<file path="src/rtl/assert_macros.svh">
// Assertion macros shared by the RTL. Each macro takes a label, the clock, the reset
// and two boolean expressions: an antecedent and a consequent.
`ifndef ASSERT_MACROS_SVH
`define ASSERT_MACROS_SVH
`ifndef SYNTHESIS
// Consequent must hold in the same cycle as the antecedent.
`define ASSERT_SAME(lbl, clk, rst, ante, cons) \
   lbl: assert property (@(posedge clk) disable iff (rst) (ante) |-> (cons)) \
      else $error("assertion failed");
// Consequent must hold in the cycle after the antecedent.
`define ASSERT_NEXT(lbl, clk, rst, ante, cons) \
   lbl: assert property (@(posedge clk) disable iff (rst) (ante) |=> (cons)) \
      else $error("assertion failed");
`else
`define ASSERT_SAME(lbl, clk, rst, ante, cons)
`define ASSERT_NEXT(lbl, clk, rst, ante, cons)
`endif
`endif

</file>
<file path="src/rtl/sia_pkg.sv">
package sia_pkg;

   typedef enum logic [3:0] {
      FUNC_ADD = 4'd0,
      FUNC_SUB = 4'd1,
      FUNC_MUL = 4'd2,
      FUNC_DIV = 4'd3,
      FUNC_REM = 4'd4,
      FUNC_SHL = 4'd5,
      FUNC_SAR = 4'd6,
      FUNC_AND = 4'd7,
      FUNC_OR  = 4'd8,
      FUNC_XOR = 4'd9,
      FUNC_NOT = 4'd10
   } func_type;

   typedef enum logic [1:0] {
      STATUS_OK    = 2'd0,
      STATUS_DIV0  = 2'd1,
      STATUS_SHIFT = 2'd2,
      STATUS_OVF   = 2'd3
   } status_type;

   // Control that travels with each item down the cell chain.
   typedef struct packed {
      logic       valid;
      func_type   op;
      status_type status;
      logic       neg_q;
      logic       neg_r;
   } ctrl_type;

   localparam ctrl_type CTRL_IDLE = '{valid: 1'b0, op: FUNC_ADD, status: STATUS_OK,
                                      neg_q: 1'b0, neg_r: 1'b0};

endpackage

</file>
<file path="src/rtl/sia_back.sv">
module sia_back #(
   parameter int DATA_WIDTH = 32
) (
   input  logic                   clock,
   input  logic                   reset,
   input  sia_pkg::ctrl_type      up_ctrl,
   input  logic [DATA_WIDTH-1:0]  up_rem,
   input  logic [DATA_WIDTH-1:0]  up_dq,
   input  logic [DATA_WIDTH-1:0]  up_side,
   output logic                   advance,
   output logic                   out_valid,
   input  logic                   out_ready,
   output logic [DATA_WIDTH-1:0]  out_result,
   output logic [1:0]             out_status
);

   logic                  out_vld_ff, out_vld_in;
   logic [DATA_WIDTH-1:0] out_res_ff, out_res_in;
   logic [1:0]            out_st_ff, out_st_in;
   logic                  skid_vld_ff, skid_vld_in;
   logic [DATA_WIDTH-1:0] skid_res_ff, skid_res_in;
   logic [1:0]            skid_st_ff, skid_st_in;

   logic                  new_item, div0;
   logic [DATA_WIDTH-1:0] fin_res;

   always_comb begin
      div0 = (up_ctrl.status == sia_pkg::STATUS_DIV0);
      case (up_ctrl.op)
         sia_pkg::FUNC_MUL: fin_res = up_rem;
         sia_pkg::FUNC_DIV: begin
            if (div0) begin
               fin_res = '0;
            end else begin
               fin_res = up_ctrl.neg_q ? (~up_dq + 1'b1) : up_dq;
            end
         end
         sia_pkg::FUNC_REM: begin
            if (div0) begin
               fin_res = '0;
            end else begin
               fin_res = up_ctrl.neg_r ? (~up_rem + 1'b1) : up_rem;
            end
         end
         default: fin_res = up_side;
      endcase

      advance     = !skid_vld_ff;
      new_item    = advance && up_ctrl.valid;
      out_vld_in  = out_vld_ff;
      out_res_in  = out_res_ff;
      out_st_in   = out_st_ff;
      skid_vld_in = skid_vld_ff;
      skid_res_in = skid_res_ff;
      skid_st_in  = skid_st_ff;

      if (skid_vld_ff) begin
         if (out_ready) begin
            out_res_in  = skid_res_ff;
            out_st_in   = skid_st_ff;
            skid_vld_in = 1'b0;
         end
      end else if (!out_vld_ff || out_ready) begin
         out_vld_in = new_item;
         out_res_in = fin_res;
         out_st_in  = up_ctrl.status;
      end else if (new_item) begin
         skid_vld_in = 1'b1;
         skid_res_in = fin_res;
         skid_st_in  = up_ctrl.status;
      end
   end

   always_ff @(posedge clock) begin
      if (reset) begin
         out_vld_ff  <= 1'b0;
         skid_vld_ff <= 1'b0;
      end else begin
         out_vld_ff  <= out_vld_in;
         skid_vld_ff <= skid_vld_in;
      end
   end

   always_ff @(posedge clock) begin
      out_res_ff  <= out_res_in;
      out_st_ff   <= out_st_in;
      skid_res_ff <= skid_res_in;
      skid_st_ff  <= skid_st_in;
   end

   assign out_valid  = out_vld_ff;
   assign out_result = out_res_ff;
   assign out_status = out_st_ff;

endmodule
</file>
<file path="config.mk">
export PLATFORM = sky130hd
export DESIGN_NAME = sia_back
export DESIGN_NICKNAME = d
export VERILOG_FILES = /design/src/rtl/assert_macros.svh /design/src/rtl/sia_pkg.sv /design/src/rtl/sia_back.sv
export SDC_FILE = /design/constraint.sdc
export NUM_CORES = 1
export LEC_CHECK = 0
export BUFFER_PORTS_ARGS = -buffer_cell sky130_fd_sc_hd__buf_2
export CELL_PAD_IN_SITES_DETAIL_PLACEMENT = 1
export CELL_PAD_IN_SITES_GLOBAL_PLACEMENT = 1
export CORE_MARGIN = 4
export CORE_UTILIZATION = 40
export DETAILED_ROUTE_END_ITERATION = 8
export PLACE_DENSITY = 0.86
export SLEW_MARGIN = 30
export SYNTH_ARGS = -nofsm -noshare
export SYNTH_HDL_FRONTEND = slang
export SYNTH_SLANG_ARGS = --single-unit
</file>
<file path="constraint.sdc">
create_clock -name clock -period 4.9 [get_ports clock]
set_input_delay 0.98 -clock clock [delete_from_list [all_inputs] [get_ports clock]]
set_output_delay 0.98 -clock clock [all_outputs]
set_load 0.01 [all_outputs]
</file>
* Word-level counts from Yosys, hierarchy flattened
Cells that the tools add are included. Widths: inputs -> output; s select.
Word-level totals: register bits 70, input port bits 108, output and inout bits 36, word-level logic and storage cells 40
Operators by class: add/sub/neg operators 2, equal/unequal tests 5, mux-type cells 15, bitwise gates (word level) 4, reduce and logical (&&, ||, !) cells 8
Operator list (count):
- $mux 32 | 7
- $pmux 32 s3 | 1
- $add 32x1->32 const B | 2
- $not 32->32 | 2
- $eq 4x2->1 const B | 2
- $mux 2 | 3
- $eq 4x3->1 const B | 1
- $mux 1 | 4
- $reduce_and 2->1 | 2
- $reduce_and 3->1 | 1
- $eq 2x1->1 const B | 1
- $logic_not 1->1 | 2
- $ne 2x2->1 const B | 1
- $not 1->1 | 2
- $reduce_bool 2->1 | 1
- $logic_and 1x1->1 | 1
- $logic_or 1x1->1 | 1

* Depth between registers and ports, before layout
depth in word-level cells 7, mapped depth 10, depth with buffers taken out 8

* Worst setup path after synthesis
Ideal clock, no wire load.
path kind input port to flip-flop, start point input port up_ctrl[8] (netlist name), end point register skid_res_ff[0] (enable), library setup time 478 ps, arrival time 3649 ps, data required time 4422 ps, setup slack 774 ps, cell stages on the path 2, path buffers 0, cells stage by stage nand2_1 nor3b_1
On the way: cells in the longest elaborated chain, start to end 2
Ends and longest elaborated chain:
- from (decl) | line sia_back.sv:6 | input sia_pkg::ctrl_type up_ctrl,
- $logic_and 1x1->1 | line sia_back.sv:49 | new_item = advance && up_ctrl.valid;
- $reduce_and 3->1 (no source line)
- to (signal assigned) | line sia_back.sv:87 | skid_res_ff <= skid_res_in;
- to (decl) | line sia_back.sv:21 | logic [DATA_WIDTH-1:0] skid_res_ff, skid_res_in;
No other way between the ends. A chain may end at the register's enable or synchronous reset.

* Final worst setup path
start point input port up_dq[0], end point register out_res_ff[26], in the netlist out_result[26] (data pin)
On the way: cells in the longest elaborated chain, start to end 7
Ends and longest elaborated chain:
- from (decl) | line sia_back.sv:8 | input logic [DATA_WIDTH-1:0] up_dq,
- $not 32->32 | line sia_back.sv:35 | fin_res = up_ctrl.neg_q ? (~up_dq + 1'b1) : up_dq;
- $add 32x1->32 | line sia_back.sv:35
- $mux 32 | line sia_back.sv:35
- $mux 32 | line sia_back.sv:32 | if (div0) begin
- $pmux 32 s3 | line sia_back.sv:29 | case (up_ctrl.op)
- net fin_res[26] | line sia_back.sv:25 | logic [DATA_WIDTH-1:0] fin_res;
- $mux 32 | line sia_back.sv:63 | end else if (!out_vld_ff || out_ready) begin
- $mux 32 | line sia_back.sv:57 | if (skid_vld_ff) begin
- net out_res_in[26] | line sia_back.sv:18 | logic [DATA_WIDTH-1:0] out_res_ff, out_res_in;
- to (signal assigned) | line sia_back.sv:85 | out_res_ff <= out_res_in;
- to (decl) | line sia_back.sv:18
The timed path passes the listed nets, and every way through them passes these cells. The select of a mux whose other input is x is not followed.

==> out/results.tsv <==
metric	value	unit
post-route setup TNS	0	ns
clock-pin transition on the worst setup and hold timing paths	0.05	ns
GPL Wtd Cong	0.939	
Synth top area share	39.9	%
post-layout total power	1790	µW
CTS Root Cell	clkbuf_16	
hold buffer count at cts	0	
Port Buf Inserts	143	
Largest stage delay, worst path	0.46	ns
die width	121	µm
Num CTS Buffers	9	
TritonCTS clock tree	yes	
drt total wl	18600	µm
vias in the first global route	5130	
cell count after synthesis	518	
sequential power share	40.5	%
Iter 0 DRT Violations	553	
H-tree Lvls	3	
post-CTS sizing	0	
ys async rst share	0	%
Area contributors post-synth	edfxtp_1 40%, xnor2_1 4.5%, mux2_2 4.4%, nand2_1 3.8%, o31ai_1 3.5%	
CP arrival	3.38	ns
final setup fails	0	
num ports	144	
die span in y	121	µm
Peak VDD IR	0.177	mV
dpl cells	809	
Pint	1300	µW
cell breakdown of the critical path	buf_2 > inv_1 > ha_1 > or3b_1 > or2_1 > o31a_1 > mux2i_1 > o32a_1 > mux2_2	
most frequent cells after synthesis	68 x edfxtp_1, 52 x nand2_1, 41 x nor2_1, 27 x o21ai_0, 26 x xnor2_1	
yosys warns	0	
row cnt	41	
Clock Sinks	70	
Initial Util	40.7	%
Clock Latency Late Sink	0.34	ns
RSZ-0062 raised after global routing	no	
Slew Viols, Final	0	
CP top delay family	simple AND/OR/NAND/NOR gates	
initial antenna violation count	2	
MaxCap Viol Count	0	
DR vias/cell	6.10	
Comb power frac	20.3	%
drc violations	0	
GRT overflow	0	
kind of critical path	in2reg	
Syn Nets	628	
wire per inst	22.4	µm
syn_area_per_cell	9.87	µm²
sequential fraction of the synthesis area	40.7	%
Area after DPL	0.00603	mm²
multi-input logic area	0.00287	mm²
worst path required time	4.99	ns
Final Hold Vio Count	0	
nets	759	
largest net degree at the start of global routing	36	
First-pass DRT Iterations	5	
filler instances	1466	
Primary FF master, synth	edfxtp_1	
Mapped Area	0.00511	mm²
cell area power density	281	mW/mm²
minimum clock period	3.30	ns
fmax	303	MHz
area grow syn2layout	24.6	%
Post-Layout Cell Count	829	
CTS Buffer Depth	2	
crit-path max FO	9	
Leak	0.00240	µW
CP Buf/Inv Count	2	
design area	0.00637	mm²
outcome	finished, final reports clean	
Slew @ Worst Pin	0.892	ns
Post-synth EDFFs	68	
Hold Path Class	reg2reg	
detailed placer's ending HPWL	13900	µm
fin crit share	67.3	%
Synth area leader	edfxtp_1	
clk_skew	0.00636	ns
Post-CTS Setup Inserts	0	
switching power share of the total	27.2	%
most common cell in the netlist	edfxtp_1	
core area	0.0126	mm²
Final ANT Viol Nets	0	
Critical Path Sink Type	flip-flop	
clock share of power	39.2	%
critical path's slowest cell	or3b_1	
layout cells sized above 1	33.8	%
Yosys cell types	68	
Die ar.	0.0147	mm²
relative slew slack	40.5	%
Global Route Usage Sum	25.2	%
vias	5056	
startpoint types	input pin	
Switch Pwr	487	µW
first-pass GRT wire length	28700	µm
#FFs+latches synth	70	
Register Area	0.00208	mm²
==> per-stage QoR <==
step                setup slack [ns]  hold slack (ns)  utilization, %
floorplan                      0.774            0.495               -
global placement                1.33            0.505            47.8
detailed placement              1.26            0.518            48.0
CTS                             1.60            0.530            50.5
global route                    1.48            0.563            50.7
finish                          1.60            0.533            50.7
==> layout make-up <==
| cell class | count | area share [%] |
|---|---|---|
| multi-input cells | 399 | 45.0 |
| clock buffers | 10 | 3.60 |
| inverters | 15 | 0.884 |
| flip-flops and latches | 70 | 32.7 |
| repair buffers | 154 | 13.0 |
| well taps | 172 | 3.38 |
| clock inverters | 6 | 1.36 |
| diodes | 3 | 0.118 |
==> final timing paths <==
path / slack, ns / startpoint / cells past startpoint / endpoint
max reg2reg: 2.60 / skid_vld_ff / 5 / skid_res_ff[26]
min reg2reg: 0.53 / skid_res_ff[15] / 2 / out_result[15]
min: 0.53 / skid_res_ff[15] / 2 / out_result[15]
max: 1.60 / up_dq[0] / 9 / out_result[26]
==> layer usage <==
layer,vias up,global-route usage [%],wire length [µm]
met5,-,0,0
li1,2291,-,-
met3,41,3.12,1280
met4,0,10.1,485
met1,2495,34.4,7920
met2,229,40.7,8890
==> power by group through the flow <==
stage / logic [µW] / registers (µW) / clock network [µW]
2_1_floorplan: 167 / 756 / 0
3_3_place_gp: 339 / 737 / 0
3_5_place_dp: 355 / 738 / 0
4_1_cts: 358 / 726 / 707
5_1_grt: 391 / 729 / 735
6_report: 363 / 725 / 701
==> flip-flops by register name, summed over array words and instances, names as in the netlist <==
name,cells
out_result,32
out_status,2
out_valid,1
skid_st_ff,2
skid_res_ff,32
skid_vld_ff,1
==> cells in the final DEF (no fill, tap or decap), drive strengths merged, types with 6 or more instances in the layout <==
cell type and count:
or2 7, xor2 13, mux2i 9, buf 154
clkbuf 10, o41ai 16, nand2b 7, mux2 20
o31ai 25, nor2 41, or3 15, nand3 6
inv 15, xnor2 26, a221oi 9, edfxtp 68
o21ai 27, nand2 52, a31oi 8, a21oi 15
or4 7, nor4 6, nor3 15
==> cell families (layout without fill, tap and decap cells) <==
kind of cell	after synthesis	in the layout	synth area share, %
buf+inv	49	185	3.92
compound gates	154	154	23.5
xor+xnor	39	39	6.68
mux	29	29	6.17
simple gates	175	175	18.5
flops	70	70	40.7
other cells	0	3	0
fa+ha+maj	2	2	0.489
==> worst register-to-register path, cell delays in order (launching register included) <==
cell,delay (ns)
dfxtp_1,0.31
inv_1,0.44
buf_4,0.38
nand2_1,0.13
nor3b_2,0.16
buf_4,0.46
Power figures use the tool's default switching activity.
