<file path="config.mk">
export PLATFORM = sky130hd
export DESIGN_NAME = sia_cell
export DESIGN_NICKNAME = d
export VERILOG_FILES = /design/src/rtl/assert_macros.svh /design/src/rtl/sia_pkg.sv /design/src/rtl/sia_cell.sv
export SDC_FILE = /design/constraint.sdc
export NUM_CORES = 1
export LEC_CHECK = 0
export BUFFER_PORTS_ARGS = -buffer_cell sky130_fd_sc_hd__buf_2
export CAP_MARGIN = 20
export CORE_MARGIN = 1
export CORE_UTILIZATION = 48
export DETAILED_ROUTE_END_ITERATION = 8
export PLACE_DENSITY = 0.9
export SLEW_MARGIN = 20
export SYNTH_ARGS = -nofsm -noshare
export SYNTH_HDL_FRONTEND = slang
export SYNTH_SLANG_ARGS = --single-unit
</file>
<file path="constraint.sdc">
create_clock -name clock -period 5.3 [get_ports clock]
set_input_delay 1.06 -clock clock [delete_from_list [all_inputs] [get_ports clock]]
set_output_delay 1.06 -clock clock [all_outputs]
set_load 0.02 [all_outputs]
</file>
<file path="src/rtl/assert_macros.svh">
// Assertion macros shared by the RTL. Each macro takes a label, the clock, the reset
// and two boolean expressions: an antecedent and a consequent.
`ifndef ASSERT_MACROS_SVH
`define ASSERT_MACROS_SVH
`ifndef SYNTHESIS
// Consequent must hold in the same cycle as the antecedent.
`define ASSERT_SAME(lbl, clk, rst, ante, cons) \
   lbl: assert property (@(posedge clk) disable iff (rst) (ante) |-> (cons)) \
      else $error("assertion failed");
// Consequent must hold in the cycle after the antecedent.
`define ASSERT_NEXT(lbl, clk, rst, ante, cons) \
   lbl: assert property (@(posedge clk) disable iff (rst) (ante) |=> (cons)) \
      else $error("assertion failed");
`else
`define ASSERT_SAME(lbl, clk, rst, ante, cons)
`define ASSERT_NEXT(lbl, clk, rst, ante, cons)
`endif
`endif

</file>
<file path="src/rtl/sia_pkg.sv">
package sia_pkg;

   typedef enum logic [3:0] {
      FUNC_ADD = 4'd0,
      FUNC_SUB = 4'd1,
      FUNC_MUL = 4'd2,
      FUNC_DIV = 4'd3,
      FUNC_REM = 4'd4,
      FUNC_SHL = 4'd5,
      FUNC_SAR = 4'd6,
      FUNC_AND = 4'd7,
      FUNC_OR  = 4'd8,
      FUNC_XOR = 4'd9,
      FUNC_NOT = 4'd10
   } func_type;

   typedef enum logic [1:0] {
      STATUS_OK    = 2'd0,
      STATUS_DIV0  = 2'd1,
      STATUS_SHIFT = 2'd2,
      STATUS_OVF   = 2'd3
   } status_type;

   // Control that travels with each item down the cell chain.
   typedef struct packed {
      logic       valid;
      func_type   op;
      status_type status;
      logic       neg_q;
      logic       neg_r;
   } ctrl_type;

   localparam ctrl_type CTRL_IDLE = '{valid: 1'b0, op: FUNC_ADD, status: STATUS_OK,
                                      neg_q: 1'b0, neg_r: 1'b0};

endpackage

</file>
<file path="src/rtl/sia_cell.sv">
module sia_cell #(
   parameter int DATA_WIDTH = 32
) (
   input  logic                   clock,
   input  logic                   reset,
   input  logic                   en,
   input  sia_pkg::ctrl_type      up_ctrl,
   input  logic [DATA_WIDTH-1:0]  up_rem,
   input  logic [DATA_WIDTH-1:0]  up_dq,
   input  logic [DATA_WIDTH-1:0]  up_opnd,
   input  logic [DATA_WIDTH-1:0]  up_side,
   output sia_pkg::ctrl_type      dn_ctrl,
   output logic [DATA_WIDTH-1:0]  dn_rem,
   output logic [DATA_WIDTH-1:0]  dn_dq,
   output logic [DATA_WIDTH-1:0]  dn_opnd,
   output logic [DATA_WIDTH-1:0]  dn_side
);

   // One bit step per cell. Division: restoring step, partial remainder in rem and
   // dividend bits shifting out of dq while quotient bits shift in. Multiply: shift-add,
   // accumulator in rem, multiplier bits taken from the top of dq.

   sia_pkg::ctrl_type     ctrl_ff;
   logic [DATA_WIDTH-1:0] rem_ff, rem_in;
   logic [DATA_WIDTH-1:0] dq_ff, dq_in;
   logic [DATA_WIDTH-1:0] opnd_ff;
   logic [DATA_WIDTH-1:0] side_ff;

   logic                  is_mul, take;
   logic [DATA_WIDTH:0]   x_val, y_val;
   logic [DATA_WIDTH+1:0] sum_val;

   always_comb begin
      is_mul = (up_ctrl.op == sia_pkg::FUNC_MUL);
      if (is_mul) begin
         x_val = {1'b0, up_rem[DATA_WIDTH-2:0], 1'b0};
         y_val = up_dq[DATA_WIDTH-1] ? {1'b0, up_opnd} : '0;
      end else begin
         x_val = {up_rem, up_dq[DATA_WIDTH-1]};
         y_val = {1'b0, up_opnd};
      end
      // Shared adder: add for multiply, subtract for division.
      sum_val = {1'b0, x_val} + ({(DATA_WIDTH+2){!is_mul}} ^ {1'b0, y_val})
              + (DATA_WIDTH+2)'(!is_mul);
      take    = !sum_val[DATA_WIDTH+1];
      if (is_mul) begin
         rem_in = sum_val[DATA_WIDTH-1:0];
         dq_in  = {up_dq[DATA_WIDTH-2:0], 1'b0};
      end else begin
         rem_in = take ? sum_val[DATA_WIDTH-1:0] : x_val[DATA_WIDTH-1:0];
         dq_in  = {up_dq[DATA_WIDTH-2:0], take};
      end
   end

   always_ff @(posedge clock) begin
      if (reset) begin
         ctrl_ff <= sia_pkg::CTRL_IDLE;
      end else if (en) begin
         ctrl_ff <= up_ctrl;
      end
   end

   always_ff @(posedge clock) begin
      if (en) begin
         rem_ff  <= rem_in;
         dq_ff   <= dq_in;
         opnd_ff <= up_opnd;
         side_ff <= up_side;
      end
   end

   assign dn_ctrl = ctrl_ff;
   assign dn_rem  = rem_ff;
   assign dn_dq   = dq_ff;
   assign dn_opnd = opnd_ff;
   assign dn_side = side_ff;

endmodule

</file>
== After elaboration in Yosys (flattened, before gate mapping) ==
Cells that the tools add are included.

* Add/sub/neg operators: 2
* Equality and inequality tests: 1
* Multiplexer cells: 5
* Bitwise gates (word level): 1
* Reductions and logical operators: 2

{| class="wikitable"
|+ Operator list
! operator !! number
|-
| $mux 32 || 4
|-
| $add 33x34->34 || 1
|-
| $add 34x1->34 || 1
|-
| $xor 34x33->34 || 1
|-
| $mux 33 || 1
|-
| $eq 4x2->1 const B || 1
|-
| $logic_not 1->1 || 2
|}

* Bits in registers: 137
* Bits of input ports: 140
* Output and inout bits: 137
* Word-level logic and storage cells: 21

== Longest topological paths before layout ==
Gate-level depths: netlist of the first run.

* Word-level depth: 7
* Gate-level depth with buffers: 19
* Depth with buffers taken out: 13

== Least setup slack after synthesis of the first run ==
Ideal clock, no wire load.

* Kind: input port to flip-flop
* Start point: in up_ctrl[7] (netlist bit)
* End point: reg rem_ff[24], in the netlist dn_rem[24] (data pin)
* Setup time: 259 ps
* Arrival: 4234 ps
* Data required time: 5041 ps
* Setup slack: 806 ps
* Stages: 15
* Path buffers: 2
* Cells stage by stage: or4b_1 buf_4 buf_1 nor2_1 a21oi_1 fa_1 a21o_1 a21oi_1 o21ai_0 a22o_1 a21o_1 a21o_1 a21o_1 a311oi_1 o21ai_2

* Cells in the longest elaborated chain, start to end: 7
* Elaborated cells between the ends (all ways): 9
* Those cells by class: add/sub: 2; eq/ne: 1; mux: 4; bitwise: 1; reduce/logical: 1

{| class="wikitable"
|+ Ends and longest elaborated chain
! what !! RTL line !! text
|-
| start, declared || sia_cell.sv:7 || <nowiki>input sia_pkg::ctrl_type up_ctrl,</nowiki>
|-
| $eq 4x2->1 * || sia_cell.sv:34 || <nowiki>is_mul = (up_ctrl.op == sia_pkg::FUNC_MUL);</nowiki>
|-
| $mux 32 / $logic_not 1->1 (equally long branches) || sia_cell.sv:35, sia_cell.sv:43, sia_cell.sv:44 ||
|-
| $xor 34x33->34 || sia_cell.sv:43 || <nowiki>sum_val = {1'b0, x_val} + ({(DATA_WIDTH+2){!is_mul}} ^ {1'b0, y_val})</nowiki>
|-
| $add 33x34->34 || sia_cell.sv:43 ||
|-
| $add 34x1->34 || sia_cell.sv:44 || <nowiki>+ (DATA_WIDTH+2)'(!is_mul);</nowiki>
|-
| $mux 32 || sia_cell.sv:50 || <nowiki>rem_in = take ? sum_val[DATA_WIDTH-1:0] : x_val[DATA_WIDTH-1:0];</nowiki>
|-
| $mux 32 * || sia_cell.sv:46 || <nowiki>if (is_mul) begin</nowiki>
|-
| via rem_in[24] || sia_cell.sv:24 || <nowiki>logic [DATA_WIDTH-1:0] rem_ff, rem_in;</nowiki>
|-
| end signal, assigned || sia_cell.sv:65 || <nowiki>rem_ff <= rem_in;</nowiki>
|-
| end, declared || sia_cell.sv:24 ||
|}

Mark *: on every way through the listed nets, which the timed path passes. The rest lies on a longest branch.
A chain may end at the register's enable or synchronous reset.

== Final worst setup path of the first run ==
* Start point: in up_ctrl[7] (netlist bit)
* End point: reg rem_ff[19], in the netlist dn_rem[19] (data pin)

Same word-level chain as after synthesis.

==> qor.yml, run 1 <==
logic_synthesis:
  ys.warnings.count: 0
  synth.yosys.seq_area_share_pct: 62.4
  synthCells: 509
  ys_ff_latch: 137
  syn-num-nets: 681
  syn_avg_cell_area_um2: 12.7
  yosys_most_used_dff: "edfxtp_1"
  synth_edf_count: 128
  async_flop_share_pct: 0
  synth_area_um2: 6450
  synth.distinct_cells: 61
sta:
  period_needed_ns: 4.51
  finalCritPeriodShare_pct: 85.1
  relSlewSlack_pct: 34.5
  fmax_ghz: 0.222
  fin_setup_tns_ns: 0
  setup_viol: 0
  clock_skew_ns: 0
  report.final.slew_viol_count: 0
  rsz0062_at_grt: "false"
  finalHoldViolCount: 0
  tightest_slew_ns: 0.982
grt:
  antenna_found_initial: 5
  grt_max_degree: 106
  gr-total-overflow: 0
  grt_use_total_pct: 25.3
  grt_pass1_vias: 5157
  grt_first_pass_wirelength_um: 26700
worst_setup_path:
  timing.rr.end: "dn_ctrl[4]"
  reg2reg_from: "dn_ctrl[4]"
  crit_path_end: "dn_rem[19]"
  cp.required_ns: 5.46
  critPathKind: "primary input to register"
  startpoint_type: "primary input"
  arrival_ns: 4.67
  r2r_slack_ns: 4.68
  cp-end-kind: "register"
  critPathMaxFanout: 36
  ff2ff_path_depth: 2
  critPathLaunch: "up_ctrl[7]"
floorplanning:
  ios: 277
  start_util_pct: 50.1
  chipHeight_um: 118
  dieArea_um2: 13900
  die_x_um: 118
  row_count: 41
  core-area_um2: 12900
flow_run:
  timing.max_cap.violations: 0
finish:
  register_area_um2: 4020
  nFillCells: 987
  area_growth_pct: 33.1
  multiInputGateArea_um2: 2310
  drive_above_1_share_pct: 41.0
  nNetsFinal: 964
outcome:
  status: "finished clean"
min_path:
  min_path_type: "register to register"
cts:
  clock-root-buffer: "clkbuf_16"
  htreeDepth: 4
  clk_latency_ns: 0.42
  cts_resized: 0
  postCtsHoldBufs: 0
  cts_tree: "done"
  cts.sinks: 137
  cts_buffer_depth: 2
  clk_pin_slew_ns: 0.06
  numCtsBuffers: 17
  post-cts-setup-buffers: 0
power:
  seq_power_share_pct: 43.0
  p_int_uw: 2210
  clockPowerShare_pct: 36.3
  power.density_nw_per_um2: 363
  power_switching_share_pct: 29.2
  p_total_uw: 3120
  power_frac_comb_pct: 20.6
  ir_worst_vdd_mv: 0.235
  p_switching_uw: 911
  power.leakage_uw: 0.00378
route:
  viasPerCell: 5.33
  drt_iter0_drc: 352
  final_antenna_net_count: 0
  finalWirelength_um: 17400
  firstDrtPassIters: 5
  routedWlPerCell_um: 17.7
  vias: 5225
  drc_errors: 0
place:
  place.gp.congestion: 0.910
  hpwl_um: 13000
  io_buffer_count: 276
[routing by layer]
| layer | part of all wire [%] | wire length [um] | up-vias | GRT usage, % |
|---|---|---|---|---|
| met5 | 0 | 0 | - | 0 |
| met4 | 1.7 | 304 | 0 | 8.81 |
| met3 | 6.9 | 1200 | 19 | 6.98 |
| met2 | 55 | 9580 | 232 | 47.8 |
| met1 | 36 | 6310 | 2464 | 26.7 |
| li1 | - | - | 2510 | - |
[synthesized netlist by cell type (3+ instances only)]
cell	count	area share [%]
a21oi_1	57	4.4
buf_4	3	0.35
dfxtp_1	9	2.8
o21ai_2	4	0.54
inv_1	6	0.35
clkbuf_1	7	0.41
edfxtp_1	128	60
a31oi_1	6	0.58
xor2_1	8	1.1
nor3_1	4	0.31
or2_2	3	0.29
and3_1	4	0.39
a21o_1	20	2.3
nor2_1	52	3.0
nand3_1	5	0.39
mux2i_1	10	1.6
nand2_1	38	2.2
o21ai_0	35	2.7
a211oi_1	5	0.58
and2_1	3	0.29
buf_1	3	0.17
ha_1	31	6.0
xnor2_1	17	2.3
o21a_1	3	0.35
[worst max-delay path: stages]
cell,delay [ns]
buf_2,0.11
or4b_1,0.51
buf_4,0.27
nor2_1,0.16
a21oi_1,0.07
ha_1,0.35
o21a_1,0.21
o211ai_1,0.23
a311oi_2,0.10
o311ai_2,0.37
nand3_2,0.15
a21oi_2,0.19
and3_2,0.50
buf_12,0.24
o21ai_0,0.12
[kinds of logic (layout without fill, tap and decap cells)]
kind of cell,count (synthesis),after routing,share of synthesized area [%]
AOI/OAI and AO/OA,153,153,14.9
DFF,137,137,62.4
and+or+nand+nor,125,125,9.04
adders and majority gates,32,32,6.32
xor gates and xnor gates,25,25,3.39
buffers and inverters,24,320,1.92
muxes,13,13,2.07
other,0,4,0
[power by group through the flow]
stage	combinational, uW	sequential, uW	clock [uW]
2_1_floorplan	260	1510	0
6_report	644	1340	1130
5_1_grt	695	1350	1200
3_3_place_gp	623	1360	0
4_1_cts	644	1340	1150
3_5_place_dp	640	1360	0
[flip-flops by register name (all words and copies together), names as in the netlist]
register,count
dn_ctrl,9
dn_dq,32
dn_opnd,32
dn_rem,32
dn_side,32
[how the worst min path moves through the flow]
stage	start	end	slack, ns	cells after the start
after global placement	dn_ctrl[8]	dn_ctrl[8]	0.47	2
after floorplan	dn_ctrl[0]	dn_ctrl[0]	0.58	2
after CTS	dn_ctrl[1]	dn_ctrl[1]	0.50	2
final	dn_ctrl[1]	dn_ctrl[1]	0.50	2
after detailed placement	dn_ctrl[1]	dn_ctrl[1]	0.48	2
after global routing	dn_ctrl[3]	dn_ctrl[3]	0.53	2
[layout by cell type, fill, tap and decap left out, types with 6 or more instances in the layout]
cell type and count:
buf_2 275, edfxtp_1 128, a21oi_1 57, nor2_1 52, nand2_1 38, o21ai_0 35, ha_1 31, a21o_1 20
xnor2_1 17, clkbuf_16 17, mux2i_1 10, dfxtp_1 9, xor2_1 8, inv_1 6, a31oi_1 6
[area by class of cell]
class                   count  share of cell area, %
clock buffers              17                   4.95
inverters                   6                  0.262
repair buffers            282                   16.8
diodes                      4                  0.117
clock inverters            15                   1.65
flip-flops and latches    137                   46.8
multi-input cells         348                   26.8
well taps                 172                   2.51
[metrics by stage]
step | utilization [%] | hold slack [ns] | std cells | setup WS, ns | cell area, um^2
floorplan | - | 0.584 | 509 | 0.806 | 6450
global placement | 62.2 | 0.468 | 945 | 0.511 | 8010
detailed placement | 62.2 | 0.482 | 945 | 0.393 | 8010
CTS | 66.6 | 0.496 | 977 | 0.811 | 8580
global route | 66.7 | 0.527 | 981 | 0.447 | 8590
finish | 66.7 | 0.499 | 981 | 0.788 | 8590
Power figures use the tool's default switching activity.
==> run 2, diff against run 1 <==
--- a/config.mk
+++ b/config.mk
@@ -7,10 +7,10 @@
 export LEC_CHECK = 0
 export BUFFER_PORTS_ARGS = -buffer_cell sky130_fd_sc_hd__buf_2
 export CAP_MARGIN = 20
-export CORE_MARGIN = 1
 export CORE_UTILIZATION = 48
 export DETAILED_ROUTE_END_ITERATION = 8
 export PLACE_DENSITY = 0.9
+export REMOVE_ABC_BUFFERS = 1
 export SLEW_MARGIN = 20
 export SYNTH_ARGS = -nofsm -noshare
 export SYNTH_HDL_FRONTEND = slang
==> run 2 against run 1 <==
Compared with the run above:
- critical endpoint is now dn_rem[28]
- maximum frequency decreased by 1.5%
- highest routed layer unchanged
- final cell count unchanged
- worst setup slack got worse by 0.070 ns
- die area unchanged
==> qor.yml, run 2 (synthesis results as in run 1) <==
grt:
  grt_max_degree: 62  # was 106
  grtUsageMet2_pct: 42.1  # was 47.8%
  grt.busiest_layer: "met2"  # unchanged
  grt_pass1_vias: 4956  # was 5157
  grt_first_pass_wirelength_um: 25000  # was 26700 um
  met3_usage_pct: 6.35  # was 6.98%
  antenna_found_initial: 1  # was 5
  gr-total-overflow: 0  # unchanged
  grt_use_total_pct: 23.5  # was 25.3%
  use_met1_pct: 26.3  # was 26.7%
place:
  hpwl_um: 12300  # was 13000 um
  place.gp.congestion: 0.832  # was 0.910
  io_buffer_count: 276  # unchanged
worst_setup_path:
  cp_cell_sequence: "buf_2 > nor4b_1 > nand2_1 > a21oi_1 > fa_1 > a21o_1 > a21oi_1 > o21ai_0 > a22o_1 > a21o_1 > a211oi_1 > or2_2 > xnor2_1 > mux2_1"  # was buf_2 > or4b_1 > buf_4 > nor2_1 > a21oi_1 > ha_1 > o21a_1 > o211ai_1 > a311oi_2 > o311ai_2 > nand3_2 > a21oi_2 > and3_2 > buf_12 > o21ai_0
  startpoint_type: "primary input"  # unchanged
  cp-end-kind: "register"  # unchanged
  arrival_ns: 4.74  # was 4.67 ns
  critPathMaxFanout: 11  # was 36
  cp.required_ns: 5.45  # was 5.46 ns
  crit_path_max_incr_delay_ns: 0.48  # was 0.51 ns
  slowest_stage: "o21ai_0"  # was or4b_1
  critPathKind: "primary input to register"  # unchanged
power:
  power_frac_comb_pct: 20.6  # about the same
  power_switching_share_pct: 27.8  # was 29.2%
  p_switching_uw: 867  # was 911 uW
  ir_worst_vdd_mv: 0.173  # was 0.235 mV
  power.density_nw_per_um2: 362  # was 363 nW/um^2
  power.leakage_uw: 0.00380  # was 0.00378 uW
  p_int_uw: 2250  # was 2210 uW
  seq_power_share_pct: 43.0  # about the same
  clockPowerShare_pct: 36.4  # was 36.3%
cts:
  clk_latency_ns: 0.41  # was 0.42 ns
  cts_buffer_depth: 2  # unchanged
  cts_resized: 0  # unchanged
  post-cts-setup-buffers: 0  # unchanged
  postCtsHoldBufs: 0  # unchanged
  numCtsBuffers: 17  # unchanged
  cts.sinks: 137  # unchanged
  cts_tree: "done"  # unchanged
  clk_pin_slew_ns: 0.06  # about the same
  clock-root-buffer: "clkbuf_16"  # unchanged
  htreeDepth: 4  # unchanged
outcome:
  status: "finished clean"  # unchanged
floorplanning:
  core-area_um2: 12900  # unchanged
  chipHeight_um: 118  # unchanged
  die_x_um: 118  # unchanged
  dieArea_um2: 13900  # unchanged
  row_count: 41  # unchanged
  start_util_pct: 50.1  # unchanged
  ios: 277  # unchanged
route:
  firstDrtPassIters: 5  # unchanged
  drc_errors: 0  # unchanged
  drt_iter0_drc: 455  # was 352
  routedWlPerCell_um: 16.2  # was 17.7 um
  finalWirelength_um: 15900  # was 17400 um
  vias: 5085  # was 5225
  viasPerCell: 5.18  # was 5.33
  final_antenna_net_count: 0  # unchanged
sta:
  relSlewSlack_pct: 61.8  # was 34.5%
  finalHoldViolCount: 0  # unchanged
  finalCritPeriodShare_pct: 86.5  # was 85.1%
  rsz0062_at_grt: "false"  # unchanged
  clock_skew_ns: 0  # unchanged
  tightest_slew_ns: 0.567  # was 0.982 ns
  report.final.slew_viol_count: 0  # unchanged
  whs_ns: 0.492  # was 0.499 ns
  fmax_ghz: 0.218  # was 0.222 GHz
  period_needed_ns: 4.58  # was 4.51 ns
  setup_viol: 0  # unchanged
flow_run:
  timing.max_cap.violations: 0  # unchanged
finish:
  final_common_cell: "buf_2"  # unchanged
  nNetsFinal: 967  # was 964
  area_growth_pct: 33.5  # was 33.1%
  nFillCells: 959  # was 987
  register_area_um2: 4020  # unchanged
  multiInputGateArea_um2: 2310  # unchanged
  layout_common_cells: "buf_2 (275), edfxtp_1 (128), a21oi_1 (57), nor2_1 (52), nand2_1 (38)"  # unchanged
  drive_above_1_share_pct: 41.1  # was 41.0%
  utilization_pct: 66.9  # was 66.7%
min_path:
  min_path_type: "register to register"  # unchanged
[run 2: area by class of cell]
cell class                      count  share of cell area (%)
Sequential cell                   137                    46.7
Antenna cell                        1                  0.0290
Timing Repair Buffer              285                    17.0
Tap cell                          172                    2.50
Clock buffer                       18                    4.98
Multi-Input combinational cell    348                    26.8
Clock inverter                     14                    1.73
Inverter                            6                   0.261
[run 2: worst max-delay path, delay by kind of cell]
kind / cells / cell delay (ns)
AOI/OAI and AO/OA: 7 / 1.73
xor gates and xnor gates: 1 / 0.13
adders and majority gates: 1 / 0.27
buffers and inverters: 1 / 0.11
muxes: 1 / 0.29
and+or+nand+nor: 3 / 1.14
[run 2: stage by stage]
stage               cell area [um^2]  power [uW]  setup WS, ns  setup TNS (ns)  instances
detailed placement              8040        2000         0.294               0        948
global route                    8620        3250         0.405               0        981
finish                          8620        3120         0.717               0        981
global placement                8040        1990         0.416               0        948
CTS                             8610        3140         0.734               0        980
floorplan                       6350        1760        -0.168           -1.17        491
[run 2: power by group through the flow]
stage | clock [uW] | sequential (uW) | combinational (uW)
after global routing | 1200 | 1350 | 697
final | 1130 | 1340 | 642
after detailed placement | 0 | 1360 | 641
after floorplan | 0 | 1510 | 249
after global placement | 0 | 1360 | 626
after CTS | 1160 | 1340 | 643
[run 2: per-layer routing]
layer | wire length [um] | share of wire, % | up-vias
met5 | 0 | 0 | -
li1 | - | - | 2509
met1 | 6160 | 39 | 2317
met3 | 1080 | 6.8 | 28
met2 | 8400 | 53 | 231
met4 | 296 | 1.9 | 0
[run 2: final timing paths]
| kind | start | to | slack (ns) | depth (start not counted) |
|---|---|---|---|---|
| hold reg to reg | dn_ctrl[6] | dn_ctrl[6] | 0.49 | 2 |
| hold / removal | dn_ctrl[6] | dn_ctrl[6] | 0.49 | 2 |
| setup / recovery | up_ctrl[7] | dn_rem[28] | 0.72 | 14 |
| setup reg to reg | dn_ctrl[7] | dn_ctrl[7] | 4.68 | 2 |
