--- src/rtl/assert_macros.svh ---
// Assertion macros shared by the RTL. Each macro takes a label, the clock, the reset
// and two boolean expressions: an antecedent and a consequent.
`ifndef ASSERT_MACROS_SVH
`define ASSERT_MACROS_SVH
`ifndef SYNTHESIS
// Consequent must hold in the same cycle as the antecedent.
`define ASSERT_SAME(lbl, clk, rst, ante, cons) \
   lbl: assert property (@(posedge clk) disable iff (rst) (ante) |-> (cons)) \
      else $error("assertion failed");
// Consequent must hold in the cycle after the antecedent.
`define ASSERT_NEXT(lbl, clk, rst, ante, cons) \
   lbl: assert property (@(posedge clk) disable iff (rst) (ante) |=> (cons)) \
      else $error("assertion failed");
`else
`define ASSERT_SAME(lbl, clk, rst, ante, cons)
`define ASSERT_NEXT(lbl, clk, rst, ante, cons)
`endif
`endif

--- src/rtl/sia_pkg.sv ---
package sia_pkg;

   typedef enum logic [3:0] {
      FUNC_ADD = 4'd0,
      FUNC_SUB = 4'd1,
      FUNC_MUL = 4'd2,
      FUNC_DIV = 4'd3,
      FUNC_REM = 4'd4,
      FUNC_SHL = 4'd5,
      FUNC_SAR = 4'd6,
      FUNC_AND = 4'd7,
      FUNC_OR  = 4'd8,
      FUNC_XOR = 4'd9,
      FUNC_NOT = 4'd10
   } func_type;

   typedef enum logic [1:0] {
      STATUS_OK    = 2'd0,
      STATUS_DIV0  = 2'd1,
      STATUS_SHIFT = 2'd2,
      STATUS_OVF   = 2'd3
   } status_type;

   // Control that travels with each item down the cell chain.
   typedef struct packed {
      logic       valid;
      func_type   op;
      status_type status;
      logic       neg_q;
      logic       neg_r;
   } ctrl_type;

   localparam ctrl_type CTRL_IDLE = '{valid: 1'b0, op: FUNC_ADD, status: STATUS_OK,
                                      neg_q: 1'b0, neg_r: 1'b0};

endpackage

--- src/rtl/sia_front.sv ---
module sia_front #(
   parameter int DATA_WIDTH = 32
) (
   input  logic                   clock,
   input  logic                   reset,
   input  logic                   en,
   input  logic                   in_valid,
   input  logic [3:0]             in_func,
   input  logic [DATA_WIDTH-1:0]  in_a,
   input  logic [DATA_WIDTH-1:0]  in_b,
   output sia_pkg::ctrl_type      dn_ctrl,
   output logic [DATA_WIDTH-1:0]  dn_rem,
   output logic [DATA_WIDTH-1:0]  dn_dq,
   output logic [DATA_WIDTH-1:0]  dn_opnd,
   output logic [DATA_WIDTH-1:0]  dn_side
);

   localparam int SH_W = $clog2(DATA_WIDTH);
   localparam logic [DATA_WIDTH-1:0] WIDTH_VAL = DATA_WIDTH'(DATA_WIDTH);
   localparam logic [DATA_WIDTH-1:0] MOST_NEG = {1'b1, {(DATA_WIDTH-1){1'b0}}};

   sia_pkg::ctrl_type     ctrl_ff, ctrl_in;
   logic [DATA_WIDTH-1:0] rem_ff, rem_in;
   logic [DATA_WIDTH-1:0] dq_ff, dq_in;
   logic [DATA_WIDTH-1:0] opnd_ff, opnd_in;
   logic [DATA_WIDTH-1:0] side_ff, side_in;

   logic                  a_neg, b_neg, shift_bad;
   logic [DATA_WIDTH-1:0] mag_a, mag_b;
   logic [SH_W-1:0]       sh_amt;
   sia_pkg::func_type     op;

   always_comb begin
      op        = sia_pkg::func_type'(in_func);
      a_neg     = in_a[DATA_WIDTH-1];
      b_neg     = in_b[DATA_WIDTH-1];
      mag_a     = a_neg ? (~in_a + 1'b1) : in_a;
      mag_b     = b_neg ? (~in_b + 1'b1) : in_b;
      sh_amt    = in_b[SH_W-1:0];
      shift_bad = b_neg || !(in_b < WIDTH_VAL);

      ctrl_in        = sia_pkg::CTRL_IDLE;
      ctrl_in.valid  = in_valid;
      ctrl_in.op     = op;
      ctrl_in.neg_q  = a_neg ^ b_neg;
      ctrl_in.neg_r  = a_neg;
      rem_in         = '0;
      dq_in          = mag_a;
      opnd_in        = mag_b;
      side_in        = '0;

      case (op)
         sia_pkg::FUNC_ADD: side_in = in_a + in_b;
         sia_pkg::FUNC_SUB: side_in = in_a - in_b;
         sia_pkg::FUNC_MUL: begin
            dq_in   = in_b;
            opnd_in = in_a;
         end
         sia_pkg::FUNC_DIV, sia_pkg::FUNC_REM: begin
            if (in_b == '0) begin
               ctrl_in.status = sia_pkg::STATUS_DIV0;
            end else if (in_a == MOST_NEG && in_b == '1) begin
               ctrl_in.status = sia_pkg::STATUS_OVF;
            end
         end
         sia_pkg::FUNC_SHL: begin
            if (shift_bad) begin
               ctrl_in.status = sia_pkg::STATUS_SHIFT;
            end else begin
               side_in = in_a << sh_amt;
            end
         end
         sia_pkg::FUNC_SAR: begin
            if (shift_bad) begin
               ctrl_in.status = sia_pkg::STATUS_SHIFT;
            end else begin
               side_in = $unsigned($signed(in_a) >>> sh_amt);
            end
         end
         sia_pkg::FUNC_AND: side_in = in_a & in_b;
         sia_pkg::FUNC_OR:  side_in = in_a | in_b;
         sia_pkg::FUNC_XOR: side_in = in_a ^ in_b;
         sia_pkg::FUNC_NOT: side_in = ~in_a;
         default:           side_in = '0;
      endcase
   end

   always_ff @(posedge clock) begin
      if (reset) begin
         ctrl_ff <= sia_pkg::CTRL_IDLE;
      end else if (en) begin
         ctrl_ff <= ctrl_in;
      end
   end

   always_ff @(posedge clock) begin
      if (en) begin
         rem_ff  <= rem_in;
         dq_ff   <= dq_in;
         opnd_ff <= opnd_in;
         side_ff <= side_in;
      end
   end

   assign dn_ctrl = ctrl_ff;
   assign dn_rem  = rem_ff;
   assign dn_dq   = dq_ff;
   assign dn_opnd = opnd_ff;
   assign dn_side = side_ff;

endmodule

--- config.mk ---
export PLATFORM = sky130hd
export DESIGN_NAME = sia_front
export DESIGN_NICKNAME = d
export VERILOG_FILES = /design/src/rtl/assert_macros.svh /design/src/rtl/sia_pkg.sv /design/src/rtl/sia_front.sv
export SDC_FILE = /design/constraint.sdc
export NUM_CORES = 1
export LEC_CHECK = 0
export ABC_AREA = 0
export BUFFER_PORTS_ARGS = -buffer_cell sky130_fd_sc_hd__buf_2
export CAP_MARGIN = 20
export CORE_MARGIN = 2
export CORE_UTILIZATION = 30
export CTS_CLUSTER_DIAMETER = 80
export DETAILED_ROUTE_END_ITERATION = 7
export MAX_ROUTING_LAYER = met4
export PLACE_DENSITY = 0.6
export RECOVER_POWER = 25
export SKIP_LAST_GASP = 1
export SYNTH_ARGS = -nofsm -noshare
export SYNTH_HDL_FRONTEND = slang
export SYNTH_SLANG_ARGS = --single-unit
--- constraint.sdc ---
create_clock -name clock -period 5.7 [get_ports clock]
set_input_delay 1.14 -clock clock [delete_from_list [all_inputs] [get_ports clock]]
set_output_delay 1.14 -clock clock [all_outputs]
set_load 0.005 [all_outputs]
* After elaboration in Yosys (flattened, before gate mapping)
Index checks and enable logic that the tools add are counted.
** Operators by class
- Add/subtract/negate cells :: 4
- $mul :: 0
- Divide/modulo/power cells :: 0
- Magnitude comparators :: 1
- Equal/unequal tests :: 12
- Shifts and indexed selects :: 2
- Multiplexer cells :: 11
- Bitwise gates (word level) :: 6
- Reductions and logical operators :: 7
** Operators by type and width (count)
- $pmux 32 s8 :: 1
- $mux 32 :: 6
- $add 32x1->32 const B :: 2
- $eq 32x32->1 const B :: 2
- $not 32->32 :: 2
- $add 32x32->32 :: 1
- $and 32x32->32 :: 1
- $logic_not 32->1 :: 1
- $lt 32x6->1 const B :: 1
- $or 32x32->32 :: 1
- $shl 32x5->32 :: 1
- $sshr 32x5->32 :: 1
- $sub 32x32->32 :: 1
- $xor 32x32->32 :: 1
- $eq 4x3->1 const B :: 4
- $eq 4x4->1 const B :: 3
- $eq 4x2->1 const B :: 2
- $mux 2 :: 3
- $eq 4x1->1 const B :: 1
- $logic_not 4->1 :: 1
- $pmux 2 s2 :: 1
- $reduce_or 2->1 :: 2
- $logic_and 1x1->1 :: 1
- $logic_not 1->1 :: 1
- 2 further kinds :: 2
** Word-level totals
- Flip-flop bits (word level) :: 105
- Bits in latches :: 0
- Memory bits (writable) :: 0
- ROM bits :: 0
- Bits of input ports :: 72
- Output and inout bits :: 137
- Logic and storage cells :: 51
- Memories kept :: 0

* Logic depth before layout (Yosys ltp)
Gate-level depths: netlist of run 1.
- Word-level depth :: 5
- Depth in mapped cells :: 21
- Gate-level depth less buffers :: 17

* Worst setup path after synthesis of run 1
No wires, ideal clock.
- Path kind :: input -> register
- Start :: in in_b[0]
- End :: reg side_ff[31], in the netlist dn_side[31] (data pin)
- Setup time :: 0.271 ns
- Arrival time :: 5.655 ns
- Data required time :: 5.429 ns
- Path slack :: -0.226 ns
- Stages :: 20
- Buffers on the path :: 4
- Cell sequence :: clkbuf_1 -> inv_2 -> buf_1 -> clkbuf_1 -> ha_1 -> or4b_4 -> nor4_2 -> nand3_1 -> or3_1 -> nand2_1 -> xnor2_1 -> ha_1 -> clkbuf_1 -> a21oi_1 -> o21ai_0 -> o311a_1 -> a21bo_2 -> a21oi_1 -> mux2i_1 -> o211ai_1
** On the way
- Cells in the longest elaborated chain, start to end :: 5
** RTL lines
- start, declared :: line sia_front.sv:10 : input logic [DATA_WIDTH-1:0] in_b,
- $lt 32x6->1 :: line sia_front.sv:40 : shift_bad = b_neg || !(in_b < WIDTH_VAL);
- $logic_not 1->1 :: line sia_front.sv:40
- $logic_or 1x1->1 :: line sia_front.sv:40
- $mux 32 (on tied branches) :: line sia_front.sv:74, sia_front.sv:67
- $pmux 32 s8 * :: line sia_front.sv:52 : case (op)
- via side_in[31] :: line sia_front.sv:26 : logic [DATA_WIDTH-1:0] side_ff, side_in;
- end signal, assigned :: line sia_front.sv:101 : side_ff <= side_in;
- end, declared :: line sia_front.sv:26
The timed path passes the listed nets; every way through them passes the cells marked *.
A chain may end at the register's enable or synchronous reset.

* Final worst setup path of run 1
- Start :: in in_b[8]
- End :: reg side_ff[31], in the netlist dn_side[31] (data pin)
The elaborated chain is that of the path after synthesis.

==> impl_metrics.json, run 1 <==
{
  "outcome": "finished with violations",
  "violated_checks": "capacitance limit, slew limit",
  "path_delay_family": "simple AND/OR/NAND/NOR gates",
  "hpwlAfterDp_mm": 45.57,
  "critPathMaxFanout": 5,
  "areaGrowthSynthToFinish_pct": 12.40,
  "io_pins": 209,
  "power.density_mw_per_mm2": 185.7,
  "fillers": 4621,
  "critical_path.reg2reg.endpoint": "dn_ctrl[3]",
  "avgViaCountPerCell": 5.851,
  "most_used_cells_in_the_layout_excluding_fill_and_tap_cells": "nand2_1, o21ai_0, buf_2",
  "cts.path.max_buffers": 2,
  "critical_path_required_ns": 5.80,
  "chipWidth_microns": 214.1,
  "synth_seq_area_share_pct": 23.12,
  "setup-violations-final": 0,
  "postLayoutCellArea_sq_mm": 0.01489,
  "groute.usage.overall_pct": 26.43,
  "grt_overflow_total": 0,
  "tightestPinTransition_ns": 2.228,
  "die_area_sq_mm": 0.04585,
  "clkSlewWorstSetupHoldPaths_ns": 0.08,
  "first_iter_violations": 1813,
  "hold_fix_buffers_cts": 0,
  "drive_above_1_share_pct": 17.09,
  "postCtsResizedCells": 0,
  "fp.dieH_microns": 214.1,
  "finalNetCount": 1912,
  "final_count_of_hold_timing_violations": 0,
  "rsz_0062_raised_after_global_routing": "false",
  "place_area_sq_mm": 0.01461,
  "setup_total_negative_slack_ns": 0,
  "wl_per_cell_microns": 25.94,
  "min_path_type": "flop to flop",
  "critical_path.startpoint_type": "input port",
  "worst_path_largest_cell_delay_ns": 0.66,
  "hold_path_depth": 2,
  "core-area_sq_mm": 0.04336,
  "global_route_wire_length_before_repair_mm": 88.50,
  "gp_congestion": 1.014,
  "ys.warnings.count": 0,
  "mostFrequentLayoutCell": "nand2_1",
  "finish.utilization_pct": 34.34,
  "postSynth.asyncResetShare_pct": 0,
  "port_buffer_cells": 176,
  "reg2reg_setup_slack_ns": 4.97,
  "clock_sink_count": 105,
  "clock_tree_from_tritoncts": "built",
  "setup.worst_path.end_class": "flop",
  "vdd_ir_drop_max_v": 0.0001575,
  "antenna_found_initial": 1,
  "initial_core_util_pct": 30.55,
  "detailedPlace.worstSlack_ns": 0.1252,
  "firstDrtPassIters": 6,
  "leakagePower_uw": 0.005955,
  "crit_path_cell_trace": "buf_2 -> nor4_1 -> nand2b_1 -> or4_1 -> or3_1 -> nand4b_1 -> nand2_1 -> xnor2_1 -> ha_1 -> nand2_1 -> o21ai_0 -> nor2b_1 -> o311a_1 -> a21bo_2 -> a21oi_1 -> mux2i_1 -> o211ai_1",
  "post-route-worst-setup-slack_ns": 0.3682,
  "synthesis.area_per_instance_sq_um": 8.062,
  "final.setup_skew_ns": 0,
  "hp-start": "dn_ctrl[4]",
  "fmax_mhz": 187.6,
  "synth-seq-cells": 105,
  "grt_pass1_vias": 12670,
  "dominantRegCellSynth": "edfxtp_1",
  "r2r_start": "dn_ctrl[3]",
  "cts_made_buffers": 9,
  "most_frequent_cell_on_the_critical_path": "nand2_1",
  "syn-instance-count": 1643,
  "maxSlewHeadroom_pct": -48.55,
  "grt_start_max_net_pins": 128,
  "antenna_violating_nets_left": 0,
  "timing.setup.critical_path_class": "input port to flop",
  "finalCriticalPeriod_ns": 5.332,
  "cts-root-buf": "clkbuf_16",
  "worst-path-buf-inv": 1,
  "post_synth_instance_area_sq_mm": 0.01325,
  "postRouteWirelength_mm": 60.45,
  "worstRegToRegCells": 2,
  "layout_worst_path_cycle_share_pct": 93.54,
  "worst_ep_arrival_time_ns": 5.43,
  "slowest_stage": "nor4_1",
  "post-cts-setup-buffer-count": 0,
  "overall_via_count_from_detail_route": 13630,
  "maxCapViolations": 1,
  "count_of_flip_flops_with_a_built_in_enable_after_synthesis": 96,
  "std_cell_rows": 76,
  "slew_violations": 38,
  "detail_route.drc_violations": 0,
  "worstHoldEndpoint": "dn_ctrl[4]",
  "clock_insertion_delay_worst_skew_ns": 0.39,
  "ctsHtreeMaxLevel": 3,
  "synthDistinctLibCells": 77
}
==> registers in the layout, summed over array words and instances (netlist names) <==
register and count:
dn_ctrl 9, dn_dq 32, dn_opnd 32, dn_side 32
==> cell usage after synthesis, drive strengths merged (19+ instances only) <==
| master | instances | area (sq um) |
|---|---|---|
| o21ai | 172 | 868.3 |
| o221ai | 29 | 254.0 |
| edfxtp | 96 | 2883 |
| mux4 | 32 | 720.7 |
| a21oi | 96 | 480.5 |
| nor3 | 27 | 146.4 |
| mux2 | 22 | 247.7 |
| clkbuf | 107 | 401.6 |
| xnor2 | 99 | 867.1 |
| o211ai | 19 | 142.6 |
| mux2i | 71 | 710.7 |
| nand2 | 238 | 893.4 |
| nand3 | 21 | 105.1 |
| a211oi | 19 | 142.6 |
| nor2 | 113 | 426.7 |
| o31ai | 20 | 150.1 |
| inv | 71 | 266.5 |
| nand4 | 21 | 137.6 |
| ha | 100 | 1251 |
| buf | 63 | 376.6 |
==> kinds of logic (layout without fill, tap and decap cells) <==
| family | after synthesis | after routing | share of synthesized area (%) |
|---|---|---|---|
| and+or+nand+nor | 497 | 497 | 17.17 |
| AOI/OAI and AO/OA | 464 | 464 | 22.31 |
| buffers and inverters | 241 | 311 | 7.887 |
| muxes | 125 | 125 | 12.68 |
| xor gates and xnor gates | 109 | 109 | 7.207 |
| DFF | 105 | 105 | 23.12 |
| adders and majority gates | 101 | 101 | 9.597 |
| other | 1 | 33 | 0.02831 |
==> layout make-up <==
type                    count  area, sq um  area share (%)
clock inverters             7        77.57          0.5210
clock buffers               9        225.2           1.513
diodes                      1        2.502         0.01681
inverters                  71        266.5           1.790
flip-flops and latches    105         3063           20.57
multi-input cells        1328         9293           62.41
well taps                 585        732.0           4.916
repair buffers            224         1230           8.260
==> stage by stage <==
| stage | power, uW | cells | hold slack [ns] |
|---|---|---|---|
| finish | 2765 | 2330 | 0.4892 |
| global route | 2906 | 2330 | 0.5166 |
| CTS | 2767 | 2329 | 0.4896 |
| detailed placement | 2082 | 2313 | 0.4779 |
| global placement | 2080 | 2313 | 0.4598 |
| floorplan | 1660 | 1674 | 0.4616 |
==> worst max path at each step <==
stage / startpoint / end / slack [ns] / cells after the start
floorplan: in_b[0] / dn_side[31] / 0.06 / 20
global placement: in_b[8] / dn_side[31] / 0.16 / 16
detailed placement: in_b[8] / dn_side[31] / 0.13 / 17
CTS: in_b[8] / dn_side[31] / 0.51 / 17
global route: in_b[8] / dn_side[31] / 0.14 / 16
finish: in_b[8] / dn_side[31] / 0.37 / 17
==> power breakdown <==
group          total (uW)  switching [uW]  internal (uW)
Sequential            963            24.2            939
Clock                 669             325            344
Combinational        1130             724            408
Total                2770            1070           1690
==> per-layer routing <==
layer  wire length, microns  up-vias  track usage, %
met5                      0        -               -
met1                  27130     6573           37.41
li1                       -     6132               -
met4                   2383        0           10.60
met3                   5346      113           3.801
met2                  25600      815           37.60
==> tightest hold or removal path, stage by stage (launching register included) <==
cell and delay, ns:
dfxtp_1 0.33, mux2i_1 0.06, nor2_1 0.07
(Power assumes the default switching activity.)
==> run 2, diff against run 1 <==
- CAP_MARGIN: 20 -> 25
- CORE_UTILIZATION: 30 -> 40
- GPL_TIMING_DRIVEN: default -> 0
- PLACE_DENSITY: 0.6 -> 0.73
==> impl_metrics.json, run 2 (synthesized netlist as in run 1, its figures left out) <==
{
  "outcome": "finished with violations",
  "violated_checks": "capacitance limit, slew limit, setup timing",
  "ctsHtreeMaxLevel": 3,
  "min_path_type": "flop to flop",
  "worst_setup_path_endpoint": "dn_side[31]",
  "global_route_wire_length_before_repair_mm": 101.3,
  "maxCapViolations": 2,
  "critPathLaunch": "in_b[1]",
  "final.setup_skew_ns": 0,
  "layout_worst_path_cycle_share_pct": 100.7,
  "port_buffer_cells": 173,
  "design_power_total_uw": 2911,
  "areaGrowthSynthToFinish_pct": 16.59,
  "groute.usage.overall_pct": 43.37,
  "finalNetCount": 2033,
  "detail_route.drc_violations": 0,
  "chipWidth_microns": 186.0,
  "placedCellCount": 2292,
  "tightestPinTransition_ns": 1.811,
  "clkSlewWorstSetupHoldPaths_ns": 0.08,
  "mostFrequentLayoutCell": "nand2_1",
  "wl_per_cell_microns": 31.83,
  "post-route-worst-setup-slack_ns": -0.04070,
  "cts.path.max_buffers": 2,
  "critical_path.reg2reg.endpoint": "dn_ctrl[3]",
  "firstDrtPassIters": 6,
  "final_count_of_hold_timing_violations": 0,
  "setup-violations-final": 1,
  "drive_above_1_share_pct": 19.46,
  "worst_ep_arrival_time_ns": 5.86,
  "cts_made_buffers": 9,
  "io_pins": 209,
  "initial_core_util_pct": 40.71,
  "die_area_sq_mm": 0.03459,
  "grt_pass1_vias": 13960,
  "hold_ws_ns": 0.4838,
  "critical_path_required_ns": 5.82,
  "core-area_sq_mm": 0.03254,
  "leakagePower_uw": 0.006263,
  "clock_sink_count": 105,
  "hold_path_depth": 2,
  "grt_overflow_total": 0,
  "avgViaCountPerCell": 6.467,
  "vdd_ir_drop_max_v": 0.0001500,
  "overall_via_count_from_detail_route": 14950,
  "antenna_violating_nets_left": 0,
  "gp_congestion": 1.059,
  "critical_path.startpoint_type": "input port",
  "fp.dieH_microns": 186.0,
  "clock_insertion_delay_worst_skew_ns": 0.39,
  "instances_no_fill": 2312,
  "cts-root-buf": "clkbuf_16",
  "r2r_start": "dn_ctrl[3]",
  "maxSlewHeadroom_pct": -20.73,
  "setup.worst_path.end_class": "flop",
  "fmax_mhz": 174.2,
  "power.density_mw_per_mm2": 188.5,
  "first_iter_violations": 2134,
  "clock_tree_from_tritoncts": "built",
  "hpwlAfterDp_mm": 59.65,
  "finalCriticalPeriod_ns": 5.741,
  "rsz_0062_raised_after_global_routing": "true",
  "most_used_cells_in_the_layout_excluding_fill_and_tap_cells": "nand2_1, buf_2, o21ai_0",
  "worstRegToRegCells": 2,
  "timing.setup.critical_path_class": "input port to flop",
  "hold_fix_buffers_cts": 0,
  "critPathMaxFanout": 19,
  "antenna_found_initial": 5,
  "postRouteWirelength_mm": 73.60,
  "std_cell_rows": 66,
  "grt_start_max_net_pins": 74,
  "slew_violations": 101,
  "reg2reg_setup_slack_ns": 5.02
}
## run 2: cell types whose count changed in the layout (fill, tap and decap cells not counted), moves of 6 or more
cell / delta
clkbuf_1: +78
buf_2: +28
buf_1: +13
xnor2_1: -8
xnor2_2: +7
ha_1: -6
## run 2: cell type report
type	instances	area [sq um]
clock buffers	10	229.0
plain buffers	161	777.0
clock inverters	6	63.81
fillers	3320	17090
multi-input cells	1328	9524
repair buffers	184	945.9
inverters	71	275.3
diodes	5	12.51
well taps	442	553.0
flip-flops and latches	105	3063
## run 2: report_power, final
group | total (uW) | internal [uW] | switching, uW
registers | 958 | 939 | 18.6
logic | 1290 | 443 | 843
clock network | 666 | 342 | 324
total | 2910 | 1720 | 1190
## run 2: what timing repair did
item                                    in CTS  in global routing
setup buffers                                6                  1
gates resized for setup                     38                 34
pin swaps                                    4                  1
endpoints found under the setup margin      17                  9
## run 2: worst min path at each step
stage                           from    endpoint
final                     dn_ctrl[2]  dn_ctrl[2]
after detailed placement  dn_ctrl[2]  dn_ctrl[2]
after global placement    dn_ctrl[2]  dn_ctrl[2]
after CTS                 dn_ctrl[2]  dn_ctrl[2]
after global routing      dn_ctrl[3]  dn_ctrl[3]
after floorplan           dn_ctrl[2]  dn_ctrl[2]
## run 2: worst max-delay path: stages
cell	delay (ns)
buf_2	0.15
buf_4	0.21
buf_6	0.21
clkinvlp_4	0.16
ha_4	0.19
or4b_4	0.54
nor4_4	0.29
buf_4	0.19
buf_4	0.16
nor2_1	0.07
xnor2_2	0.44
ha_4	0.30
a211oi_2	0.24
o21bai_1	0.17
o21a_1	0.25
o311a_1	0.38
a21bo_2	0.24
a21oi_1	0.19
mux2i_1	0.21
o211ai_1	0.10
## run 2: layer usage
layer  part of all wire [%]  track usage, %  vias to the layer above  routed length, microns
met5                      0               -                        -                       0
met4                    5.1           20.47                        0                    3747
met3                     13           13.72                      201                    9255
met2                     42           62.41                     1119                   31170
met1                     40           55.02                     7236                   29420
li1                       -               -                     6396                       -
## run 2: stage by stage
stage / setup TNS (ns) / utilization, % / setup WS, ns / area (sq um)
after floorplan: 0 / - / 0.05933 / 13370
after global placement: -21.48 / 45.44 / -2.012 / 14780
after detailed placement: -21.87 / 45.60 / -2.008 / 14840
after CTS: -0.006274 / 47.00 / -0.006274 / 15290
after global routing: -0.05227 / 47.47 / -0.02539 / 15440
final: -0.04070 / 47.47 / -0.04070 / 15440
==> run 3, diff against run 2 <==
- CTS_BUF_LIST: default -> sky130_fd_sc_hd__clkbuf_4 sky130_fd_sc_hd__clkbuf_8 sky130_fd_sc_hd__clkbuf_16
==> impl_metrics.json, run 3 (synthesized netlist as in run 1, its figures left out) <==
{
  "most_frequent_cell_on_the_critical_path": "buf_4",
  "ctsHtreeMaxLevel": 3,
  "instances_no_fill": 2313,
  "finalNetCount": 2033,
  "grt_overflow_total": 0,
  "maxSlewHeadroom_pct": -20.89,
  "clkSlewWorstSetupHoldPaths_ns": 0.08,
  "slew_violations": 101,
  "use_met2_pct": 62.39,
  "worst_path_largest_cell_delay_ns": 0.55,
  "drive_above_1_share_pct": 19.52,
  "leakagePower_uw": 0.006266,
  "areaGrowthSynthToFinish_pct": 16.63,
  "met3_grt_util_pct": 13.30,
  "layout_worst_path_cycle_share_pct": 100.0,
  "tightestPinTransition_ns": 1.813,
  "critical_path_required_ns": 5.82,
  "gp_congestion": 1.059,
  "grt_most_used_layer": "met2",
  "hpwlAfterDp_mm": 59.65,
  "fp.dieH_microns": 186.0,
  "grt_use_met1_pct": 55.16,
  "most_used_cells_in_the_layout_excluding_fill_and_tap_cells": "nand2_1, buf_2, o21ai_0",
  "die_area_sq_mm": 0.03459,
  "violated_checks": "capacitance limit, slew limit, setup timing",
  "slowest_stage": "or4b_4",
  "wl_per_cell_microns": 31.74,
  "setup.worst_path.end_class": "flop",
  "postLayoutCellArea_sq_mm": 0.01545,
  "std_cell_rows": 66,
  "worst_ep_arrival_time_ns": 5.82,
  "placedCellCount": 2292,
  "rsz_0062_raised_after_global_routing": "true",
  "min_path_type": "flop to flop",
  "outcome": "finished with violations",
  "finalCriticalPeriod_ns": 5.701,
  "power.density_mw_per_mm2": 188.9,
  "antenna_violating_nets_left": 0,
  "cts_made_buffers": 9,
  "critical_path.startpoint_type": "input port",
  "first_iter_violations": 1988,
  "port_buffer_cells": 173,
  "clock_sink_count": 105,
  "avgViaCountPerCell": 6.461,
  "core-area_sq_mm": 0.03254,
  "timing.setup.critical_path_class": "input port to flop",
  "final.setup_skew_ns": 0,
  "mostFrequentLayoutCell": "nand2_1",
  "fmax_mhz": 175.4,
  "antenna_found_initial": 6,
  "firstDrtPassIters": 8,
  "groute.usage.overall_pct": 43.33,
  "vdd_ir_drop_max_v": 0.0001508,
  "overall_via_count_from_detail_route": 14950,
  "place_area_sq_mm": 0.01484,
  "critPathMaxFanout": 19,
  "chipWidth_microns": 186.0,
  "clock_insertion_delay_worst_skew_ns": 0.39,
  "setup-violations-final": 1,
  "global_route_wire_length_before_repair_mm": 101.2,
  "io_pins": 209,
  "maxCapViolations": 2,
  "crit_path_cell_trace": "buf_2 -> buf_4 -> buf_6 -> clkinvlp_4 -> ha_4 -> or4b_4 -> nor4_4 -> buf_4 -> buf_4 -> nor2_1 -> xnor2_2 -> ha_4 -> a211oi_2 -> o21bai_1 -> o21a_1 -> o311a_1 -> a21bo_2 -> a21oi_1 -> mux2i_1 -> o211ai_1",
  "postRouteWirelength_mm": 73.42,
  "detail_route.drc_violations": 0,
  "grt_pass1_vias": 13940,
  "setup_total_negative_slack_ns": -0.0009086,
  "cts.path.max_buffers": 2,
  "detailedPlace.worstSlack_ns": -2.008,
  "initial_core_util_pct": 40.71,
  "grt_start_max_net_pins": 74,
  "post-route-worst-setup-slack_ns": -0.0009086,
  "cts-root-buf": "clkbuf_16",
  "final_count_of_hold_timing_violations": 0,
  "clock_tree_from_tritoncts": "built"
}
## run 3: cell count changes in the layout (fill, tap and decap cells not counted)
cell / before / now
clkbuf_1: 96 / 95
clkbuf_4: 0 / 1
diode_2: 5 / 6
## run 3: report_power, final
part	total (uW)	internal, uW	switching (uW)
sequential	958	939	18.6
clock	674	347	327
combinational	1290	443	843
total	2920	1730	1190
## run 3: stage by stage
step,power [uW],hold slack [ns],util [%]
after global routing,3015,0.5179,47.48
after global placement,2169,0.4569,45.44
after CTS,2852,0.4783,47.01
after floorplan,1660,0.4616,-
final,2918,0.4844,47.49
after detailed placement,2172,0.4644,45.60
## run 3: metal layers
metal  wire length (microns)  share of wire [%]  vias to the layer above
met5                       0                  0                        -
met4                    3769                5.1                        0
met3                    9355                 13                      192
met2                   31000                 42                     1184
met1                   29290                 40                     7168
li1                        -                  -                     6401
## run 3: path summary, 6_finish.rpt
path | endpoint | cells after the start | from | slack, ns
max | dn_side[31] | 20 | in_b[1] | -0.0009
min reg2reg | dn_ctrl[2] | 2 | dn_ctrl[2] | 0.48
max reg2reg | dn_ctrl[3] | 2 | dn_ctrl[3] | 5.02
min | dn_ctrl[2] | 2 | dn_ctrl[2] | 0.48
## run 3: final cells by class
class / count / area (sq um)
sequential: 105 / 3063
antenna: 6 / 15.01
clock inverter: 6 / 63.81
fill: 3324 / 17090
clock buffer: 10 / 232.7
multi-input combinational: 1328 / 9524
buffer: 161 / 777.0
tap: 442 / 553.0
timing repair buffer: 184 / 945.9
inverter: 71 / 275.3
## run 3: critical path: cells and delay by family
kind	cells	cell delay, ns
compound gates	7	1.57
buf+inv	6	1.08
simple gates	3	0.91
fa+ha+maj	2	0.48
xor+xnor	1	0.39
mux	1	0.21
## run 3: what timing repair did
| action | CTS | global route |
|---|---|---|
| endpoints found under the setup margin | 17 | 9 |
| pin swaps | 4 | 1 |
| hold buffers | 0 | 0 |
| resized for setup | 38 | 34 |
| endpoints found under the hold margin | 0 | 0 |
| setup buffers | 6 | 1 |
